## config.mk

```make
export PLATFORM = sky130hd
export DESIGN_NAME = midi_channel_volume_scaler
export DESIGN_NICKNAME = d
export VERILOG_FILES = /design/src/design/mcvs_pkg.sv /design/src/design/midi_channel_volume_scaler.sv /design/src/design/mcvs_scale_unit.sv
export SDC_FILE = /design/constraint.sdc
export NUM_CORES = 1
export LEC_CHECK = 0
export BUFFER_PORTS_ARGS = -buffer_cell sky130_fd_sc_hd__buf_2
export CORE_MARGIN = 8
export CORE_UTILIZATION = 45
export DETAILED_ROUTE_END_ITERATION = 12
export GPL_ROUTABILITY_DRIVEN = 0
export PLACE_DENSITY_LB_ADDON = 0.12
export SYNTH_ARGS = -nofsm -noshare
export SYNTH_HDL_FRONTEND = slang
export SYNTH_HIERARCHICAL = 1
export SYNTH_SLANG_ARGS = --single-unit
```

## constraint.sdc

```tcl
create_clock -name clk -period 7.05 [get_ports clk]
set_input_delay 0.705 -clock clk [delete_from_list [all_inputs] [get_ports clk]]
set_output_delay 0.705 -clock clk [all_outputs]
set_load 0.02 [all_outputs]
```

## src/design/mcvs_pkg.sv

```systemverilog
`timescale 1ns / 1ps

package mcvs_pkg;

  // Input selector codes (carried in tuser)
  localparam logic [1:0] MODE_EVENT  = 2'd0;
  localparam logic [1:0] MODE_MASTER = 2'd1;
  localparam logic [1:0] MODE_RESET  = 2'd2;

  // MIDI codes
  localparam logic [3:0] CTRL_NIBBLE   = 4'hB;
  localparam logic [7:0] VOLUME_CC     = 8'h07;
  localparam logic [6:0] DEFAULT_LEVEL = 7'd100;
  localparam logic [6:0] VOLUME_MAX    = 7'd127;

  // floor(p / 100) for p < 2**14 as (p * RECIP) >> RECIP_SHIFT
  localparam int          RECIP_SHIFT = 21;
  localparam logic [14:0] RECIP       = 15'd20972;

  typedef enum logic [1:0] {
    ST_IDLE,
    ST_MUL,
    ST_DIV
  } state_t;

endpackage

```

## src/design/midi_channel_volume_scaler.sv

```systemverilog
`timescale 1ns / 1ps

// MIDI channel volume scaler. Each input item carries a mode in s_tuser.
// Mode 0 passes an event word and its delta through; a main-volume controller
// has its volume stored for its channel and rewritten as volume*percent/100,
// saturated to 127. Mode 1 sets the master percent and emits one direct
// main-volume message per channel, channel 0 first, tlast on the final one.
// Mode 2 sets all stored channel volumes back to 100; mode 3 is ignored.
// One shared two-step multiply unit does all scaling; a stream event passes
// through ST_MUL and ST_DIV before s_tready returns, a master update repeats
// them once per channel, and modes 2 and 3 leave s_tready high; a stalled output
// register holds the sequencer until m_tready frees it.
module midi_channel_volume_scaler #(
  parameter int CHANNELS = 16
) (
  input  logic        clk,
  input  logic        rst,
  input  logic        s_tvalid,
  output logic        s_tready,
  input  logic [71:0] s_tdata,  // event_word[31:0], delta_ticks[63:32], new_volume[70:64]
  input  logic [1:0]  s_tuser,  // mode[1:0]
  output logic        m_tvalid,
  input  logic        m_tready,
  output logic [63:0] m_tdata,  // out_word[31:0], out_delta[63:32]
  output logic        m_tuser,  // direct[0]
  output logic        m_tlast
);
  import mcvs_pkg::*;

  localparam int CH_W = (CHANNELS > 1) ? $clog2(CHANNELS) : 1;

  state_t state, state_next;

  logic [6:0]      channel_volumes [CHANNELS];
  logic [6:0]      master_percent;
  logic [31:0]     word;
  logic [31:0]     delta;
  logic [6:0]      vol;
  logic            is_cc;
  logic            is_update;
  logic [CH_W-1:0] ch;

  logic            accept;
  logic            out_free;
  logic            mul_en;
  logic            out_load;
  logic            ch_last;
  logic [6:0]      mul_vol;
  logic [6:0]      scaled;

  logic [31:0]     in_word;
  logic [3:0]      in_ch;
  logic            in_cc;
  logic            in_store;

  // input field decode
  always_comb begin
    in_word  = s_tdata[31:0];
    in_ch    = in_word[3:0];
    in_cc    = (in_word[7:4] == CTRL_NIBBLE) && (in_word[15:8] == VOLUME_CC);
    in_store = ({1'b0, in_ch} < 5'(CHANNELS));
  end

  assign accept   = s_tvalid && s_tready;
  assign out_free = !m_tvalid || m_tready;
  assign ch_last  = (ch == CH_W'(CHANNELS - 1));
  assign mul_vol  = is_update ? channel_volumes[ch] : vol;

  mcvs_scale_unit u_scale (
    .clk    (clk),
    .mul_en (mul_en),
    .vol    (mul_vol),
    .pct    (master_percent),
    .scaled (scaled)
  );

  // next state
  always_comb begin
    state_next = state;
    unique case (state)
      ST_IDLE: begin
        if (accept && (s_tuser == MODE_EVENT || s_tuser == MODE_MASTER)) begin
          state_next = ST_MUL;
        end
      end
      ST_MUL: begin
        state_next = ST_DIV;
      end
      ST_DIV: begin
        if (out_free) begin
          state_next = (is_update && !ch_last) ? ST_MUL : ST_IDLE;
        end
      end
      default: state_next = ST_IDLE;
    endcase
  end

  // sequencer outputs
  always_comb begin
    s_tready = (state == ST_IDLE);
    mul_en   = (state == ST_MUL);
    out_load = (state == ST_DIV) && out_free;
  end

  always_ff @(posedge clk) begin
    if (rst) begin
      state <= ST_IDLE;
    end else begin
      state <= state_next;
    end
  end

  // stored volumes and master percent
  always_ff @(posedge clk) begin
    if (rst) begin
      master_percent <= DEFAULT_LEVEL;
      for (int i = 0; i < CHANNELS; i++) begin
        channel_volumes[i] <= DEFAULT_LEVEL;
      end
    end else if (accept) begin
      unique case (s_tuser)
        MODE_EVENT: begin
          if (in_cc && in_store) begin
            channel_volumes[in_ch[CH_W-1:0]] <= in_word[22:16];
          end
        end
        MODE_MASTER: master_percent <= s_tdata[70:64];
        MODE_RESET: begin
          for (int i = 0; i < CHANNELS; i++) begin
            channel_volumes[i] <= DEFAULT_LEVEL;
          end
        end
        default: ;
      endcase
    end
  end

  // captured item and channel counter
  always_ff @(posedge clk) begin
    if (accept) begin
      word      <= in_word;
      delta     <= s_tdata[63:32];
      vol       <= in_word[22:16];
      is_cc     <= in_cc;
      is_update <= (s_tuser == MODE_MASTER);
      ch        <= '0;
    end else if (out_load && is_update && !ch_last) begin
      ch <= ch + CH_W'(1);
    end
  end

  // output register
  always_ff @(posedge clk) begin
    if (rst) begin
      m_tvalid <= 1'b0;
    end else if (out_load) begin
      m_tvalid <= 1'b1;
    end else if (m_tready) begin
      m_tvalid <= 1'b0;
    end
  end

  always_ff @(posedge clk) begin
    if (out_load) begin
      if (is_update) begin
        m_tdata <= {32'd0, 8'h00, 1'b0, scaled, VOLUME_CC, CTRL_NIBBLE, 4'(ch)};
        m_tuser <= 1'b1;
        m_tlast <= ch_last;
      end else begin
        m_tdata[63:32] <= delta;
        m_tdata[31:0]  <= is_cc ? {word[31:24], 1'b0, scaled, word[15:0]} : word;
        m_tuser        <= 1'b0;
        m_tlast        <= 1'b1;
      end
    end
  end

endmodule

```

## src/design/mcvs_scale_unit.sv

```systemverilog
`timescale 1ns / 1ps

// Shared scaler: volume * percent registered, then divide by 100 through a
// reciprocal multiply and saturate to 127.
module mcvs_scale_unit (
  input  logic       clk,
  input  logic       mul_en,
  input  logic [6:0] vol,
  input  logic [6:0] pct,
  output logic [6:0] scaled
);
  import mcvs_pkg::*;

  logic [13:0] prod;
  logic [28:0] recip_prod;
  logic [7:0]  quot;

  // first step: 7x7 product
  always_ff @(posedge clk) begin
    if (mul_en) begin
      prod <= 14'(vol) * 14'(pct);
    end
  end

  // second step: divide by constant 100, clamp
  always_comb begin
    recip_prod = 29'(prod) * 29'(RECIP);
    quot       = recip_prod[RECIP_SHIFT +: 8];
    scaled     = (quot > 8'(VOLUME_MAX)) ? VOLUME_MAX : quot[6:0];
  end

endmodule
```

# Yosys cells after proc, flatten, opt, wreduce, memory -nomap -nowiden
# Memories as Yosys holds them, arrays and structs flattened. A register that Yosys moved wholly into a read port is not among the register bits.
# Cells that the tools add are included.
# word_totals
reg_bits	167
ram_bits	112
input_bits	78
output_inout_bits	68
elab_cells	106
memories	1
# mem_list
memory	words	width	rd	rd_clocked_by_memory_dff	write_ports	line	rtl
channel_volumes	16	7	1	1	16	midi_channel_volume_scaler.sv:34	logic [6:0] channel_volumes [CHANNELS];
# classes
add_sub_neg	1
mul	2
n_lt_le_gt_ge	1
eq_ne	9
n_mux	43
n_bitwise	16
reduce_logical	18
# ops
cell	count
7-bit two-way mux	19
23-bit two-way mux	2
14-bit by 13-bit multiplier with 27-bit output, second input constant	1
1-bit two-way mux	16
1-bit OR	16
7-bit by 7-bit multiplier with 14-bit output	1
4-bit two-way mux	3
4-bit equality test, second input constant	2
8-bit by 3-bit equality test with 1-bit output, second input constant	1
8-bit by 7-bit greater-than comparator with 1-bit output, second input constant	1
1-bit logical AND	7
7-bit OR reduction	1
2-bit case mux with 3 select lines	1
4-bit by 1-bit adder with 4-bit output, second input constant	1
2-bit by 1-bit equality test with 1-bit output, second input constant	2
2-bit equality test, second input constant	2
2-bit logical NOT	2
2-bit two-way mux	2
2-bit AND reduction	2
1-bit logical NOT	2
1-bit logical OR	2
2-bit by 1-bit != test with 1-bit output, second input constant	1
2-bit != test, second input constant	1
2-bit nonzero test	1
2-bit OR reduction	1

# Longest topological paths before layout
# logic_depth
ltp_word	9
mapped_depth	21
mapped_depth_nobuf	19

# Cells and area by module
# The synthesis kept the hierarchy.
# modules_own_cells
module	instances	cells_per_inst	area_each_um2	seq_area_each_um2
midi_channel_volume_scaler	1	657	10269.8	7687.4
mcvs_scale_unit	1	577	5506.5	420.4

# Worst setup path after synthesis
# Ideal clock, no wire load.
# synth_path
path_type	register -> register
from	register (tool-made name)
to	register u_scale.prod[12], data pin
setup_time_ns	0.158
arrival_ns	5.199
required_time_ns	6.892
path_slack_ns	1.693
path_stages_with_launch	20
path_buffers	2
synth_period_minus_slack_ns	5.357
cell_sequence	dfxtp_1 buf_6 buf_6 mux4_2 mux2_2 o22ai_1 a21oi_1 and2_1 fa_1 inv_1 fa_1 fa_1 inv_1 fa_1 ha_1 nand2_1 o21ai_1 or4_1 a2111o_1 o211ai_1
# synth_rtl
item	line	rtl
end signal: assignment	mcvs_scale_unit.sv:21	prod <= 14'(vol) * 14'(pct);
end: declaration	mcvs_scale_unit.sv:14	logic [13:0] prod;

==> results.md <==
* Run status: complete, no violations
* Post-Syn Area at 0.0158 mm2
* Synthesis-to-finish area growth at 14.2%
* Delay-heaviest family, CP: adder cells
* Number of synthesized register bits at 276
* Initial Util at 0.457
* Dpl hpwl at 26900 um
* Routed wl met2 at 17300 um
* Met3 wire length at 1580 um
* # DRC at 0
* Switching Fraction at 0.379
* Clk root buf: clkbuf_16
* Vias in the first global route at 9845
* Synth unique cells at 62
* Clk slew on worst S/H paths at 0.06 ns
* Crit-path most repeated cell: fa_1
* Die Footprint at 0.0413 mm2
* Required time worst endpoint at 7.37 ns
* Tmin final at 6.02 ns
* Syn avg cell area at 12.8 um2
* P_int at 4.13 mW
* P_sw at 2.52 mW
* CP max stage cell: mux4_2
* Yosys top cell area share at 0.491
* Worst R2R Setup Slack at 1.03 ns
* Clock power frac at 0.238
* CP Class: flop to flop
* Worst hold stages at 1
* VDD IR max at 0.335 mV
* DRT iter0 DRCs at 511
* Post-CTS Setup Bufs at 0
* WL met1 at 15300 um
* Largest net degree at the start of global routing at 73
* CP max FO at 28
* Share of power burned in registers at 0.294
* Startpoint types: flop
* Top Layer Used: met4
* Combinational share of power at 0.468
* Final hold violations at 0
* Total track usage at 0.169
* Slew headroom at 0.183
* Core area at 0.0345 mm2
* Hold Crit Class: primary input to flop
* Nets at 1683
* Final setup viols at 0
* Synth Warn # at 6
* Static Leak at 7.23 nW
* Synthesized Nets at 1528
* Post-Syn Instances at 1234
* PortBufs at 144
* Fmax at 166 MHz
* Sequential area share after synthesis at 0.514
* Die Span Y at 203 um
* Max Cap Viol at 0
* Power per Cell Area at 370 mW/mm2
* Worst Hold Path EP: word[29]
* First-pass GRT wire length at 55000 um
* Skew final at 0.00919 ns
* CTS tree: done
* Worst path bufs/invs at 3
* Later-pin clock latency in the skew report at 0.57 ns
* Via count at 9602
* Die width at 203 um
* Vias/cell at 5.13
* # rows at 68
* IO Count at 146
* Leading area contributor after synthesis: edfxtp_1
* Total clock sinks at 276
* Layout cells sized above 1 at 0.195
* Slew @ Worst Pin at 1.22 ns
* Pre-antenna DRT Iters at 5
* Post-synth EDFFs at 258
* Detailed-route wire length per cell at 18.7 um
* H-tree depth at 1
* R2R cell count at 18
* GRT Residual Overflow at 0
* Antenna-violating nets left at 0
* Unrepaired setup endpoints after global routing: false
* Worst Setup End Kind: flop
* Asr flop ratio synth at 0
* Post_cts resized at 0
* Hold_buf cts at 0
* Hold path startpoint: s_tdata[29]
* Initial antenna violation count at 1
* Dominant synthesized flop cell: edfxtp_1
* CTS buffer count at 31
* Clock tree buffer depth at 3
* Max incr delay on CP at 0.60 ns
* FF-to-FF End: u_scale/prod[13]
* Fin Setup TNS at 0 ns
* Period Utilization, post-route at 0.853
* Max-slew violations at 0
* Final wirelength at 35000 um
* Critical Path, Cell by Cell: buf_4, mux4_2, mux2_2, o22ai_1, a21oi_1, and2_1, fa_1, inv_1, fa_1, fa_1, inv_1, fa_1, ha_1, or3_1, o22ai_1, o211ai_1, o22a_1, xnor2_1
* Worst path arrival time at 6.34 ns
* Utilization after layout at 0.522
* Top cells by area, synth: edfxtp_1 49%, fa_1 11%, ha_1 10%, mux4_2 4.0%, inv_1 3.6%
[power by group through the flow]
stage,logic [mW],clock network (mW),registers (mW)
global route,3.62,1.68,1.97
CTS,3.15,1.62,1.96
floorplan,2.46,0,1.99
finish,3.12,1.59,1.96
global placement,3.08,0,1.99
detailed placement,3.10,0,1.99
[worst max-delay path by stage]
stage | startpoint | to | slack [ns] | cells past startpoint
5_1_grt | flop | u_scale/prod[12] | 0.72 | 18
6_report | flop | u_scale/prod[13] | 1.03 | 18
4_1_cts | flop | u_scale/prod[13] | 1.02 | 18
3_3_place_gp | flop | u_scale/prod[12] | 1.10 | 18
2_1_floorplan | flop | u_scale/prod[12] | 1.69 | 19
3_5_place_dp | flop | u_scale/prod[13] | 1.03 | 18
[cell families (layout without fill, tap and decap cells)]
family                     after synthesis  in the layout  share of synthesized area
AOI/OAI and AO/OA                      121            121                     0.0483
xor gates and xnor gates                12             12                    0.00666
adders and majority gates              216            216                      0.213
buffers and inverters                  187            367                     0.0472
DFF                                    276            276                      0.514
muxes                                   47             47                     0.0535
other                                    0              1                          0
and+or+nand+nor                        375            375                      0.118
[state kept, by name, indices dropped and copies added (netlist names), named ones only]
name             count
ch                   4
channel_volumes    112
delta               32
is_cc                1
is_update            1
m_tdata             64
m_tlast              1
m_tuser              1
m_tvalid             1
master_percent       7
state                2
u_scale/prod        14
word                32
[cell type report]
type                       instances  area (um2)
antenna                            1        2.50
clock buffer                      33         783
clock inverter                    25         228
fill                            3074       16500
inverter                         151         567
multi-input combinational        771        6930
sequential                       276        8110
tap                              455         569
timing repair buffer             158         826
[layout by cell type, fill, tap and decap left out, drive strengths merged, types with 17 or more instances in the layout]
| master | Yosys | layout |
|---|---|---|
| edfxtp | 258 | 258 |
| buf | 20 | 158 |
| inv | 151 | 153 |
| ha | 129 | 129 |
| nand2 | 116 | 116 |
| nor2 | 96 | 96 |
| fa | 87 | 87 |
| nor2b | 54 | 54 |
| o21ai | 35 | 35 |
| clkbuf | 16 | 33 |
| a21oi | 31 | 31 |
| mux4 | 28 | 28 |
| and2 | 25 | 25 |
| nand3 | 22 | 22 |
| mux2 | 18 | 18 |
| dfxtp | 18 | 18 |
| clkinv | 0 | 17 |
[cells in the mapped netlist (2+ instances only)]
cell type  number
mux2_2         18
nor4_2          5
nor2_1         96
nand2_1       116
and2_1         24
dfxtp_1        18
or2_2           8
nand3b_1        3
or3_1           8
o21a_1          5
o211ai_1        4
a211oi_1        3
nand4_1         9
xnor2_1        10
ha_1          129
nor3_1          7
o21ai_1        21
o21ai_0        14
a211o_1         2
and4_1          2
clkbuf_1       16
a31oi_1         5
mux4_2         28
nand3_1        22
buf_6           3
a21o_1          4
a21oi_1        30
nor2b_1        54
and4b_1         2
nand2b_1        7
and3_1          5
a41oi_1         3
inv_1         151
fa_1           87
edfxtp_1      258
o22ai_1        15
buf_2          16
xor2_1          2
[metrics by stage]
step / setup WS [ns] / cells / total power [mW] / hold slack, ns / area [um2]
floorplan: 1.69 / 1234 / 4.45 / 0.448 / 15800
CTS: 1.02 / 1869 / 6.72 / 0.280 / 18000
global placement: 1.10 / 1811 / 5.07 / 0.479 / 17000
finish: 1.03 / 1870 / 6.66 / 0.307 / 18000
detailed placement: 1.03 / 1811 / 5.09 / 0.483 / 17000
global route: 0.715 / 1870 / 7.27 / 0.277 / 18000
[layer usage]
layer / global-route usage / vias up
met5: 0 / -
met4: 0.0438 / 0
met1: 0.221 / 4670
met2: 0.290 / 226
li1: - / 4654
met3: 0.0255 / 52
No activity file was read; power rests on OpenSTA's default activity.
